### src/rtl/audio_peak_level_meter_top_defines.svh
// Assertion macros for the peak level meter.
`ifndef AUDIO_PEAK_LEVEL_METER_TOP_DEFINES_SVH
`define AUDIO_PEAK_LEVEL_METER_TOP_DEFINES_SVH
`ifndef SYNTHESIS
// Check a property while out of reset.
`define APLM_ASSERT(lbl, clk, rstn, prop) \
    lbl: assert property (@(posedge clk) disable iff (!rstn) prop) \
        else $error("peak level meter check failed");
// Check a property on the cycle after reset is applied.
`define APLM_ASSERT_AFTER_RST(lbl, clk, rstn, prop) \
    lbl: assert property (@(posedge clk) !rstn |=> prop) \
        else $error("peak level meter reset check failed");
`else
`define APLM_ASSERT(lbl, clk, rstn, prop)
`define APLM_ASSERT_AFTER_RST(lbl, clk, rstn, prop)
`endif
`endif

### src/rtl/aplm_pkg.sv
// Shared types, codes and constants of the peak level meter.
package aplm_pkg;

    localparam int DATA_W          = 32;
    localparam int LEVEL_FRAC_BITS = 16;
    localparam int LEVEL_W         = LEVEL_FRAC_BITS + 1;
    localparam int STEP_W          = $clog2(LEVEL_FRAC_BITS + 1);
    localparam int QUEUE_DEPTH     = 2;
    localparam int QPTR_W          = (QUEUE_DEPTH > 1) ? $clog2(QUEUE_DEPTH) : 1;
    localparam int QCNT_W          = $clog2(QUEUE_DEPTH + 1);

    localparam logic [LEVEL_W-1:0] LEVEL_ONE = {1'b1, {LEVEL_FRAC_BITS{1'b0}}};

    // Register indexes
    localparam logic [1:0] CFG_SAMPLE_WIDTH = 2'd0;
    localparam logic [1:0] CFG_SAMPLE_KIND  = 2'd1;
    localparam logic [1:0] CFG_BIG_ENDIAN   = 2'd2;
    localparam logic [1:0] CFG_FULL_SCALE   = 2'd3;

    // Sample width codes
    localparam logic [1:0] WIDTH_8  = 2'd0;
    localparam logic [1:0] WIDTH_16 = 2'd1;
    localparam logic [1:0] WIDTH_32 = 2'd2;

    // Sample kind codes
    localparam logic [1:0] KIND_UNSIGNED = 2'd0;
    localparam logic [1:0] KIND_SIGNED   = 2'd1;
    localparam logic [1:0] KIND_FLOAT    = 2'd2;

    // Reset values
    localparam logic [1:0]        RST_SAMPLE_WIDTH = WIDTH_16;
    localparam logic [1:0]        RST_SAMPLE_KIND  = KIND_SIGNED;
    localparam logic              RST_BIG_ENDIAN   = 1'b0;
    localparam logic [DATA_W-1:0] RST_FULL_SCALE   = 32'd32767;

    // Float decode: scale is 2^31 - 1
    localparam int         FLOAT_SCALE_SHIFT = 31;
    localparam int         FLOAT_PROD_W      = 24 + FLOAT_SCALE_SHIFT;
    localparam logic [7:0] FLOAT_EXP_SPECIAL = 8'hff;
    localparam logic [7:0] FLOAT_EXP_LIMIT   = 8'd150;

    typedef struct packed {
        logic [1:0]        sample_width;
        logic [1:0]        sample_kind;
        logic              big_endian;
        logic [DATA_W-1:0] full_scale;
    } cfg_t;

    typedef struct packed {
        logic full;
        logic nonempty;
    } q_stat_t;

    typedef enum logic [1:0] {
        BK_IDLE,
        BK_DIVIDE,
        BK_FINISH
    } back_state_t;

endpackage

### src/rtl/audio_peak_level_meter_top.sv
// Peak level meter for one PCM channel: each input word is one sample, bytes in
// stream order, decoded by the configured width, kind and byte order into a
// magnitude, and the largest magnitude of a buffer is kept. On the word marked
// last, the peak is clamped to full scale and one result word carries the peak
// and the level, peak / full scale as an unsigned Q1.16 truncated fraction;
// with a full scale of zero no result is given. Sample words are taken at one
// per cycle unless a buffer end waits on a full queue; a decode register sits
// before the peak update. Each buffer result goes through a shared restoring
// divider in the back part that takes one quotient bit per cycle over 17 steps
// and then loads the output register. A two-entry queue of peaks sits between
// the parts, so input stalls only when buffer ends arrive faster than the
// divider drains them or the receiver holds results back.
// Configuration is written through cfg_wr_en, cfg_addr and cfg_wdata; the user
// must write it only while the block is idle, which the block does not enforce.
`include "audio_peak_level_meter_top_defines.svh"

module audio_peak_level_meter_top (
    input  logic                          aclk,
    input  logic                          aresetn,
    input  logic                          cfg_wr_en,
    input  logic [1:0]                    cfg_addr,
    input  logic [aplm_pkg::DATA_W-1:0]   cfg_wdata,
    input  logic                          s_valid,
    output logic                          s_ready,
    input  logic [aplm_pkg::DATA_W-1:0]   s_sample_word,
    input  logic                          s_last,
    output logic                          m_valid,
    input  logic                          m_ready,
    output logic [aplm_pkg::DATA_W-1:0]   m_peak,
    output logic [aplm_pkg::LEVEL_W-1:0]  m_level
);

    aplm_pkg::cfg_t              cfg_reg, cfg_next;
    aplm_pkg::q_stat_t           q_stat;
    logic                        q_push;
    logic [aplm_pkg::DATA_W-1:0] q_push_data;
    logic                        q_pop;
    logic [aplm_pkg::DATA_W-1:0] q_pop_data;

    // Register writes
    always_comb begin
        cfg_next = cfg_reg;
        if (cfg_wr_en) begin
            unique case (cfg_addr)
                aplm_pkg::CFG_SAMPLE_WIDTH: cfg_next.sample_width = cfg_wdata[1:0];
                aplm_pkg::CFG_SAMPLE_KIND:  cfg_next.sample_kind  = cfg_wdata[1:0];
                aplm_pkg::CFG_BIG_ENDIAN:   cfg_next.big_endian   = cfg_wdata[0];
                aplm_pkg::CFG_FULL_SCALE:   cfg_next.full_scale   = cfg_wdata;
                default:                    cfg_next = cfg_reg;
            endcase
        end
    end

    always_ff @(posedge aclk) begin
        if (!aresetn) begin
            cfg_reg.sample_width <= aplm_pkg::RST_SAMPLE_WIDTH;
            cfg_reg.sample_kind  <= aplm_pkg::RST_SAMPLE_KIND;
            cfg_reg.big_endian   <= aplm_pkg::RST_BIG_ENDIAN;
            cfg_reg.full_scale   <= aplm_pkg::RST_FULL_SCALE;
        end else begin
            cfg_reg <= cfg_next;
        end
    end

    aplm_front u_front (
        .aclk          (aclk),
        .aresetn       (aresetn),
        .cfg           (cfg_reg),
        .s_valid       (s_valid),
        .s_ready       (s_ready),
        .s_sample_word (s_sample_word),
        .s_last        (s_last),
        .q_stat        (q_stat),
        .q_push        (q_push),
        .q_data        (q_push_data)
    );

    aplm_queue u_queue (
        .aclk      (aclk),
        .aresetn   (aresetn),
        .push      (q_push),
        .push_data (q_push_data),
        .pop       (q_pop),
        .pop_data  (q_pop_data),
        .stat      (q_stat)
    );

    aplm_back u_back (
        .aclk       (aclk),
        .aresetn    (aresetn),
        .full_scale (cfg_reg.full_scale),
        .q_stat     (q_stat),
        .q_data     (q_pop_data),
        .q_pop      (q_pop),
        .m_valid    (m_valid),
        .m_ready    (m_ready),
        .m_peak     (m_peak),
        .m_level    (m_level)
    );

    // Queue never written when full nor read when empty
    `APLM_ASSERT(a_queue_no_overflow, aclk, aresetn, q_push |-> !q_stat.full)
    `APLM_ASSERT(a_queue_no_underflow, aclk, aresetn, q_pop |-> q_stat.nonempty)
    // A presented word stays within full scale and a level of one
    `APLM_ASSERT(a_out_in_range, aclk, aresetn, m_valid |-> ((m_peak <= cfg_reg.full_scale) && (m_level <= aplm_pkg::LEVEL_ONE)))
    // No word is presented straight after reset
    `APLM_ASSERT_AFTER_RST(a_reset_out_idle, aclk, aresetn, !m_valid)

endmodule

### src/rtl/aplm_front.sv
// Front part: takes sample words, decodes magnitude and tracks the buffer peak.
module aplm_front (
    input  logic                          aclk,
    input  logic                          aresetn,
    input  aplm_pkg::cfg_t                cfg,
    input  logic                          s_valid,
    output logic                          s_ready,
    input  logic [aplm_pkg::DATA_W-1:0]   s_sample_word,
    input  logic                          s_last,
    input  aplm_pkg::q_stat_t             q_stat,
    output logic                          q_push,
    output logic [aplm_pkg::DATA_W-1:0]   q_data
);

    // |f| * (2^31 - 1), truncated and saturated; NaN gives zero
    function automatic logic [aplm_pkg::DATA_W-1:0] float_mag(
        input logic [aplm_pkg::DATA_W-1:0] bits
    );
        logic [7:0]                          ex;
        logic [23:0]                         man;
        logic [7:0]                          sh;
        logic [aplm_pkg::FLOAT_PROD_W-1:0]   prod;
        logic [aplm_pkg::FLOAT_PROD_W-1:0]   shifted;
        logic [aplm_pkg::DATA_W-1:0]         res;
        ex      = bits[30:23];
        man     = {1'b0, bits[22:0]};
        sh      = '0;
        prod    = '0;
        shifted = '0;
        if (ex == aplm_pkg::FLOAT_EXP_SPECIAL) begin
            res = (man != '0) ? '0 : '1;
        end else begin
            if (ex == 8'd0) begin
                ex = 8'd1;
            end else begin
                man[23] = 1'b1;
            end
            if (ex >= aplm_pkg::FLOAT_EXP_LIMIT) begin
                res = (man != '0) ? '1 : '0;
            end else begin
                sh   = aplm_pkg::FLOAT_EXP_LIMIT - ex;
                prod = {man, {aplm_pkg::FLOAT_SCALE_SHIFT{1'b0}}}
                     - {{aplm_pkg::FLOAT_SCALE_SHIFT{1'b0}}, man};
                if (sh >= 8'd64) begin
                    res = '0;
                end else begin
                    shifted = prod >> sh[5:0];
                    if (shifted[aplm_pkg::FLOAT_PROD_W-1:aplm_pkg::DATA_W] != '0) begin
                        res = '1;
                    end else begin
                        res = shifted[aplm_pkg::DATA_W-1:0];
                    end
                end
            end
        end
        return res;
    endfunction

    // Turn one raw word into an unsigned magnitude
    function automatic logic [aplm_pkg::DATA_W-1:0] decode_mag(
        input logic [aplm_pkg::DATA_W-1:0] w,
        input aplm_pkg::cfg_t              c
    );
        logic [7:0]                  v8;
        logic [15:0]                 v16;
        logic [aplm_pkg::DATA_W-1:0] v32;
        logic [aplm_pkg::DATA_W-1:0] res;
        v8  = w[7:0];
        v16 = c.big_endian ? {w[7:0], w[15:8]} : w[15:0];
        v32 = c.big_endian ? {w[7:0], w[15:8], w[23:16], w[31:24]} : w;
        res = '0;
        unique case (c.sample_width)
            aplm_pkg::WIDTH_8: begin
                unique case (c.sample_kind)
                    aplm_pkg::KIND_UNSIGNED: res = {24'd0, v8};
                    aplm_pkg::KIND_SIGNED:
                        res = v8[7] ? (32'd256 - {24'd0, v8}) : {24'd0, v8};
                    default: res = '0;
                endcase
            end
            aplm_pkg::WIDTH_16: begin
                unique case (c.sample_kind)
                    aplm_pkg::KIND_UNSIGNED: res = {16'd0, v16};
                    aplm_pkg::KIND_SIGNED:
                        res = v16[15] ? (32'h0001_0000 - {16'd0, v16}) : {16'd0, v16};
                    default: res = '0;
                endcase
            end
            aplm_pkg::WIDTH_32: begin
                unique case (c.sample_kind)
                    aplm_pkg::KIND_UNSIGNED: res = v32;
                    aplm_pkg::KIND_SIGNED:   res = v32[31] ? (32'd0 - v32) : v32;
                    aplm_pkg::KIND_FLOAT:    res = float_mag(v32);
                    default:                 res = '0;
                endcase
            end
            default: res = '0;
        endcase
        return res;
    endfunction

    logic                        dec_valid_reg, dec_valid_next;
    logic [aplm_pkg::DATA_W-1:0] dec_mag_reg;
    logic                        dec_last_reg;
    logic [aplm_pkg::DATA_W-1:0] peak_reg, peak_next;
    logic [aplm_pkg::DATA_W-1:0] merged;
    logic                        dec_push;
    logic                        dec_fire;
    logic                        s_accept;

    // Retire the decoded word unless its peak cannot enter a full queue
    always_comb begin
        merged   = (dec_mag_reg > peak_reg) ? dec_mag_reg : peak_reg;
        dec_push = dec_valid_reg && dec_last_reg && (cfg.full_scale != '0);
        dec_fire = dec_valid_reg && !(dec_push && q_stat.full);
        s_ready  = !dec_valid_reg || dec_fire;
        s_accept = s_valid && s_ready;
        q_push   = dec_push && dec_fire;
        q_data   = merged;
    end

    // Advance the decode stage and the running peak
    always_comb begin
        dec_valid_next = dec_valid_reg;
        if (s_accept) begin
            dec_valid_next = 1'b1;
        end else if (dec_fire) begin
            dec_valid_next = 1'b0;
        end
        peak_next = peak_reg;
        if (dec_fire) begin
            peak_next = dec_last_reg ? '0 : merged;
        end
    end

    always_ff @(posedge aclk) begin
        if (!aresetn) begin
            dec_valid_reg <= 1'b0;
            peak_reg      <= '0;
        end else begin
            dec_valid_reg <= dec_valid_next;
            peak_reg      <= peak_next;
        end
    end

    // Hold the decoded word
    always_ff @(posedge aclk) begin
        if (s_accept) begin
            dec_mag_reg  <= decode_mag(s_sample_word, cfg);
            dec_last_reg <= s_last;
        end
    end

endmodule

### src/rtl/aplm_queue.sv
// Short queue of buffer peaks between the front and back parts.
module aplm_queue (
    input  logic                          aclk,
    input  logic                          aresetn,
    input  logic                          push,
    input  logic [aplm_pkg::DATA_W-1:0]   push_data,
    input  logic                          pop,
    output logic [aplm_pkg::DATA_W-1:0]   pop_data,
    output aplm_pkg::q_stat_t             stat
);

    logic [aplm_pkg::DATA_W-1:0] mem_reg [aplm_pkg::QUEUE_DEPTH];
    logic [aplm_pkg::QPTR_W-1:0] wr_ptr_reg, wr_ptr_next;
    logic [aplm_pkg::QPTR_W-1:0] rd_ptr_reg, rd_ptr_next;
    logic [aplm_pkg::QCNT_W-1:0] count_reg, count_next;

    localparam logic [aplm_pkg::QPTR_W-1:0] PTR_LAST =
        aplm_pkg::QPTR_W'(aplm_pkg::QUEUE_DEPTH - 1);
    localparam logic [aplm_pkg::QCNT_W-1:0] CNT_FULL =
        aplm_pkg::QCNT_W'(aplm_pkg::QUEUE_DEPTH);

    // Status and head word
    always_comb begin
        stat.full     = (count_reg == CNT_FULL);
        stat.nonempty = (count_reg != '0);
        pop_data      = mem_reg[rd_ptr_reg];
    end

    // Advance pointers and fill count
    always_comb begin
        wr_ptr_next = wr_ptr_reg;
        rd_ptr_next = rd_ptr_reg;
        count_next  = count_reg;
        if (push) begin
            wr_ptr_next = (wr_ptr_reg == PTR_LAST) ? '0 : wr_ptr_reg + 1'b1;
        end
        if (pop) begin
            rd_ptr_next = (rd_ptr_reg == PTR_LAST) ? '0 : rd_ptr_reg + 1'b1;
        end
        if (push && !pop) begin
            count_next = count_reg + 1'b1;
        end else if (pop && !push) begin
            count_next = count_reg - 1'b1;
        end
    end

    always_ff @(posedge aclk) begin
        if (!aresetn) begin
            wr_ptr_reg <= '0;
            rd_ptr_reg <= '0;
            count_reg  <= '0;
        end else begin
            wr_ptr_reg <= wr_ptr_next;
            rd_ptr_reg <= rd_ptr_next;
            count_reg  <= count_next;
        end
    end

    // Store the pushed word
    always_ff @(posedge aclk) begin
        if (push) begin
            mem_reg[wr_ptr_reg] <= push_data;
        end
    end

endmodule

### src/rtl/aplm_back.sv
// Back part: clamps a buffer peak, divides it by full scale and presents the word.
module aplm_back (
    input  logic                           aclk,
    input  logic                           aresetn,
    input  logic [aplm_pkg::DATA_W-1:0]    full_scale,
    input  aplm_pkg::q_stat_t              q_stat,
    input  logic [aplm_pkg::DATA_W-1:0]    q_data,
    output logic                           q_pop,
    output logic                           m_valid,
    input  logic                           m_ready,
    output logic [aplm_pkg::DATA_W-1:0]    m_peak,
    output logic [aplm_pkg::LEVEL_W-1:0]   m_level
);

    localparam logic [aplm_pkg::STEP_W-1:0] STEP_LAST =
        aplm_pkg::STEP_W'(aplm_pkg::LEVEL_FRAC_BITS);

    aplm_pkg::back_state_t state_reg, state_next;

    logic [aplm_pkg::STEP_W-1:0]  step_reg, step_next;
    logic [aplm_pkg::DATA_W:0]    rem_reg, rem_next;
    logic [aplm_pkg::LEVEL_W-1:0] quo_reg, quo_next;
    logic [aplm_pkg::DATA_W-1:0]  pk_reg, pk_next;
    logic                         m_valid_reg, m_valid_next;
    logic [aplm_pkg::DATA_W-1:0]  m_peak_reg;
    logic [aplm_pkg::LEVEL_W-1:0] m_level_reg;
    logic [aplm_pkg::DATA_W-1:0]  clamped;
    logic [aplm_pkg::DATA_W:0]    trial;
    logic                         trial_ge;
    logic                         out_free;
    logic                         out_load;

    assign out_free = !m_valid_reg || m_ready;

    // Next state
    always_comb begin
        state_next = state_reg;
        unique case (state_reg)
            aplm_pkg::BK_IDLE: begin
                if (q_stat.nonempty) begin
                    state_next = aplm_pkg::BK_DIVIDE;
                end
            end
            aplm_pkg::BK_DIVIDE: begin
                if (step_reg == STEP_LAST) begin
                    state_next = aplm_pkg::BK_FINISH;
                end
            end
            aplm_pkg::BK_FINISH: begin
                if (out_free) begin
                    state_next = aplm_pkg::BK_IDLE;
                end
            end
            default: state_next = aplm_pkg::BK_IDLE;
        endcase
    end

    // One restoring division step per cycle; the first step has no shift
    always_comb begin
        clamped  = (q_data > full_scale) ? full_scale : q_data;
        trial    = (step_reg == '0) ? rem_reg : {rem_reg[aplm_pkg::DATA_W-1:0], 1'b0};
        trial_ge = (trial >= {1'b0, full_scale});
    end

    // Datapath and handshake outputs
    always_comb begin
        q_pop     = 1'b0;
        out_load  = 1'b0;
        step_next = step_reg;
        rem_next  = rem_reg;
        quo_next  = quo_reg;
        pk_next   = pk_reg;
        unique case (state_reg)
            aplm_pkg::BK_IDLE: begin
                if (q_stat.nonempty) begin
                    q_pop     = 1'b1;
                    pk_next   = clamped;
                    rem_next  = {1'b0, clamped};
                    quo_next  = '0;
                    step_next = '0;
                end
            end
            aplm_pkg::BK_DIVIDE: begin
                rem_next  = trial_ge ? (trial - {1'b0, full_scale}) : trial;
                quo_next  = {quo_reg[aplm_pkg::LEVEL_W-2:0], trial_ge};
                step_next = step_reg + 1'b1;
            end
            aplm_pkg::BK_FINISH: begin
                out_load = out_free;
            end
            default: begin
                q_pop = 1'b0;
            end
        endcase
        m_valid_next = m_valid_reg;
        if (out_load) begin
            m_valid_next = 1'b1;
        end else if (m_ready) begin
            m_valid_next = 1'b0;
        end
    end

    always_ff @(posedge aclk) begin
        if (!aresetn) begin
            state_reg   <= aplm_pkg::BK_IDLE;
            step_reg    <= '0;
            m_valid_reg <= 1'b0;
        end else begin
            state_reg   <= state_next;
            step_reg    <= step_next;
            m_valid_reg <= m_valid_next;
        end
    end

    // Hold divider and output words
    always_ff @(posedge aclk) begin
        rem_reg <= rem_next;
        quo_reg <= quo_next;
        pk_reg  <= pk_next;
        if (out_load) begin
            m_peak_reg  <= pk_reg;
            m_level_reg <= quo_reg;
        end
    end

    assign m_valid = m_valid_reg;
    assign m_peak  = m_peak_reg;
    assign m_level = m_level_reg;

endmodule

### config.mk
export PLATFORM = sky130hd
export DESIGN_NAME = audio_peak_level_meter_top
export DESIGN_NICKNAME = d
export VERILOG_FILES = /design/src/rtl/aplm_pkg.sv /design/src/rtl/audio_peak_level_meter_top.sv /design/src/rtl/aplm_front.sv /design/src/rtl/aplm_queue.sv /design/src/rtl/aplm_back.sv
export VERILOG_INCLUDE_DIRS = /design/src /design/src/rtl
export SDC_FILE = /design/constraint.sdc
export NUM_CORES = 1
export LEC_CHECK = 0
export BUFFER_PORTS_ARGS = -buffer_cell sky130_fd_sc_hd__buf_2
export CAP_MARGIN = 20
export CORE_AREA = 2 2 221 223
export DETAILED_ROUTE_END_ITERATION = 6
export DIE_AREA = 0 0 223 225
export GPL_TIMING_DRIVEN = 0
export PLACE_DENSITY = 0.74
export SLEW_MARGIN = 15
export SYNTH_ARGS = -nofsm -noshare
export SYNTH_HDL_FRONTEND = slang
export SYNTH_SLANG_ARGS = --single-unit
### constraint.sdc
create_clock -name aclk -period 5.7 [get_ports aclk]
set_input_delay 0.855 -clock aclk [delete_from_list [all_inputs] [get_ports aclk]]
set_output_delay 0.855 -clock aclk [all_outputs]
set_load 0.01 [all_outputs]
==> metrics.cfg <==
[run_status]
status = complete, no violations

[worst_setup_path]
worstSetupStartpointType = flop
worstPathCellList = buf_12 > buf_12 > buf_6 > buf_12 > buf_4 > a21oi_4 > ha_4 > or4b_1 > a222oi_1 > buf_4 > buf_6 > nand4_1 > a31oi_2 > xnor2_2 > a221oi_1 > o21a_1 > mux4_2 > a21oi_4 > nand2_2 > buf_6 > buf_6 > o221ai_4 > nand4_1
required_ns = 5.98
r2r-end = u_front.dec_mag_reg[7]
crit_start = cfg_reg[32]
endpoint = u_front.dec_mag_reg[7]
path_delay_family = compound AO/OA/AOI/OAI gates
crit_cells = 23
r2r_setup_slack_ns = 0.17
crit_top_cell = buf_6
cp_num_buf_inv = 9
arrival_ns = 5.81
r2r_cells = 23
slowest_delay_ns = 0.56
path_max_fanout = 15
cpMaxStageDelayCell = mux4_2
crit_path_end_kind = flop
r2r-start = cfg_reg[32]
crit_type = flop to flop

[clocking]
clock_latency_ns = 0.56
cts_max_path_buffers = 3
clk_pin_slew_worst_paths_ns = 0.07
cts_hold_buffers = 0
cts_tree = yes
cts.sinks = 311
htree_levels = 1
cts_buffers = 27
cts-root-buf = clkbuf_16

[synth]
synth_flop_cell = edfxtp_1
synth-edff-count = 228
synth_top_area_cell = edfxtp_1
yosys.area.top_type_share_pct = 32.1
syn_inst = 2208
synth-seq-cells = 311
synth_cell_type_count = 93
synth.net_count = 2383
yosysWarnings = 0
synth_area_per_cell_um2 = 9.67
synthArstFlopShare_pct = 0
netlist_area_mm2 = 0.0214
synth-seq-area-share_pct = 39.8
synth_area_leaders = edfxtp_1 32%, dfxtp_1 7.8%, mux2_2 7.5%, ha_1 6.0%, nand2_1 3.3%

[grt]
grt_pass1_vias = 18700
grt_usage_pct = 29.6
antenna_found_initial = 0
grt-ovfl-total = 0
grt_pass1_wl_mm = 114
grt_max_degree = 35

[power_and_ir_drop]
powerDensity_mw_per_mm2 = 395
irDropWorstVdd_mv = 0.250
p_leak_uw = 0.00885

[sta]
slew_headroom_pct = 26.9
fin_setup_tns_ns = 0
finalMaxSlewViolations = 0
timing.final.crit_share_pct = 96.9
setup-violations-final = 0
grt_setup_unrepaired = no
fmax_ghz = 0.181
setup_ws_ns = 0.175
period_needed_ns = 5.53
hold_violations = 0
tightest_slew_ns = 1.09
hold_ws_ns = 0.418
skew_ns = 0.0120

[placed_design]
io_buffers = 116
place_hpwl_mm = 60.0
placed_cells = 2942
place_congestion = 1.00
dpl_cell_area_mm2 = 0.0228
dp_slack_ns = -2.46

[die]
coreArea_mm2 = 0.0475
floorplan.die.width_um = 223
start_util_pct = 44.9
row_count = 80
io-pin-count = 123
dieArea_mm2 = 0.0502
die_h_um = 225

[min_path]
hp-class = flop to flop

[finish]
layout.nets = 2550
antennaDiodeCount = 0
final_cells = 3011
finalInstanceArea_mm2 = 0.0243
layout-drive-gt1-share_pct = 18.1
fillers = 4285
largest_reg_flops = 64
area_growth_pct = 13.8

[route]
drtPass1Iterations = 6
via_count = 18900
detail-route-antenna-nets = 0
viasPerCell = 6.29
drt_wl_total_mm = 75.8
route.detailed.drc = 0
drt_iter0_drc = 1753
wl_per_cell_um = 25.2

[job]
maxCapViolCount = 0

through the flow:
step / utilization [%] / total power, µW
after floorplan: - / 6350
after global placement: 47.8 / 7540
after detailed placement: 48.0 / 7650
after CTS: 50.9 / 9520
after global routing: 51.1 / 10100
final: 51.1 / 9580
routing by layer:
metal  vias up  global-route usage, %  routed length [µm]
met5         -                      0                   0
met4         0                   16.6                4830
met3       241                   2.91                4780
met2       921                   53.8               37700
met1      9103                   34.3               28400
li1       8676                      -                   -
cell usage in the layout, fill, tap and decap left out, types with 10 or more instances in the layout:
master	n
a22oi_1	16
a21oi_1	129
and3_1	14
buf_2	124
nor3_1	39
a31oi_1	30
nand3_1	38
xnor2_1	54
and2_1	43
inv_1	88
mux2i_1	44
buf_1	12
nor2_1	133
dfxtp_1	82
nor4_1	19
a21boi_0	30
ha_1	101
a21o_1	45
o22ai_1	16
clkbuf_1	102
a211oi_1	22
o21ai_0	102
mux2_2	142
edfxtp_1	228
o221ai_1	11
nand2b_1	21
clkbuf_16	28
nand2_1	190
a211o_1	10
nand4_1	27
nor2b_1	33
or3_1	11
o21a_1	40
o31ai_1	12
o211ai_1	51
buf_4	24
a32o_1	32
xor2_1	35
kinds of logic after synthesis:
kind of cell | Yosys count | share of synthesized area [%]
fa+ha+maj | 103 | 6.07
mux | 189 | 9.81
xor+xnor | 98 | 4.09
buf+inv | 225 | 4.30
simple gates | 625 | 14.6
compound gates | 657 | 21.3
flops | 311 | 39.8
report_power, final:
| group | switching [µW] | leakage [µW] | total [µW] | internal, µW |
|---|---|---|---|---|
| Combinational | 2830 | 0.00562 | 4580 | 1750 |
| Clock | 814 | 0.000401 | 1780 | 968 |
| Sequential | 162 | 0.00282 | 3220 | 3060 |
| Total | 3810 | 0.00885 | 9580 | 5780 |
layout make-up:
type | count | area, µm² | area share (%)
clock inverters | 16 | 140 | 0.577
multi-input cells | 1672 | 12400 | 50.9
inverters | 90 | 338 | 1.39
well taps | 615 | 769 | 3.17
repair buffers | 144 | 871 | 3.58
clock buffers | 34 | 702 | 2.89
flip-flops and latches | 311 | 8510 | 35.0
plain buffers | 129 | 593 | 2.44
worst min-delay path by stage:
stage,from,to,cells past startpoint
after floorplan,u_back.quo_reg[16],u_back.m_level[16],0
after global placement,u_back.pk_reg[22],u_back.m_peak[22],0
after detailed placement,u_back.quo_reg[16],u_back.m_level[16],0
after CTS,u_back.quo_reg[16],u_back.m_level[16],0
after global routing,u_back.pk_reg[29],u_back.m_peak[29],0
final,u_back.pk_reg[22],u_back.m_peak[22],0
cell usage after synthesis, types with 7 or more instances:
cell type  number
xor2_1         39
buf_2          10
buf_1          12
or3_1          11
mux2_2        142
o221ai_1       17
edfxtp_1      228
nor2b_1        34
nor2_1        135
mux2i_1        45
inv_1          90
nand4_1        27
a21oi_1       134
xnor2_1        57
o21bai_1        7
a21o_1         45
dfxtp_1        83
a211oi_1       24
o31ai_1        15
a211o_1        10
nor3_1         40
and2_1         46
o22ai_1        16
clkbuf_1      102
nand2_1       190
nand2b_1       21
a21boi_0       30
a32o_1         32
a22oi_1        16
ha_1          102
nor3b_1         7
nor4_1         21
o21a_1         40
and3_1         14
o21ai_0       103
o211ai_1       51
nand3_1        39
a31oi_1        33
repair_timing:
action | CTS | global route
endpoints found under the hold margin | 0 | 0
gates cloned | 1 | 1
pin swaps | 12 | 6
gates resized for setup | 67 | 12
setup endpoints to repair | 65 | 47
buffers inserted | 16 | 7
Power figures use the tool's default switching activity.
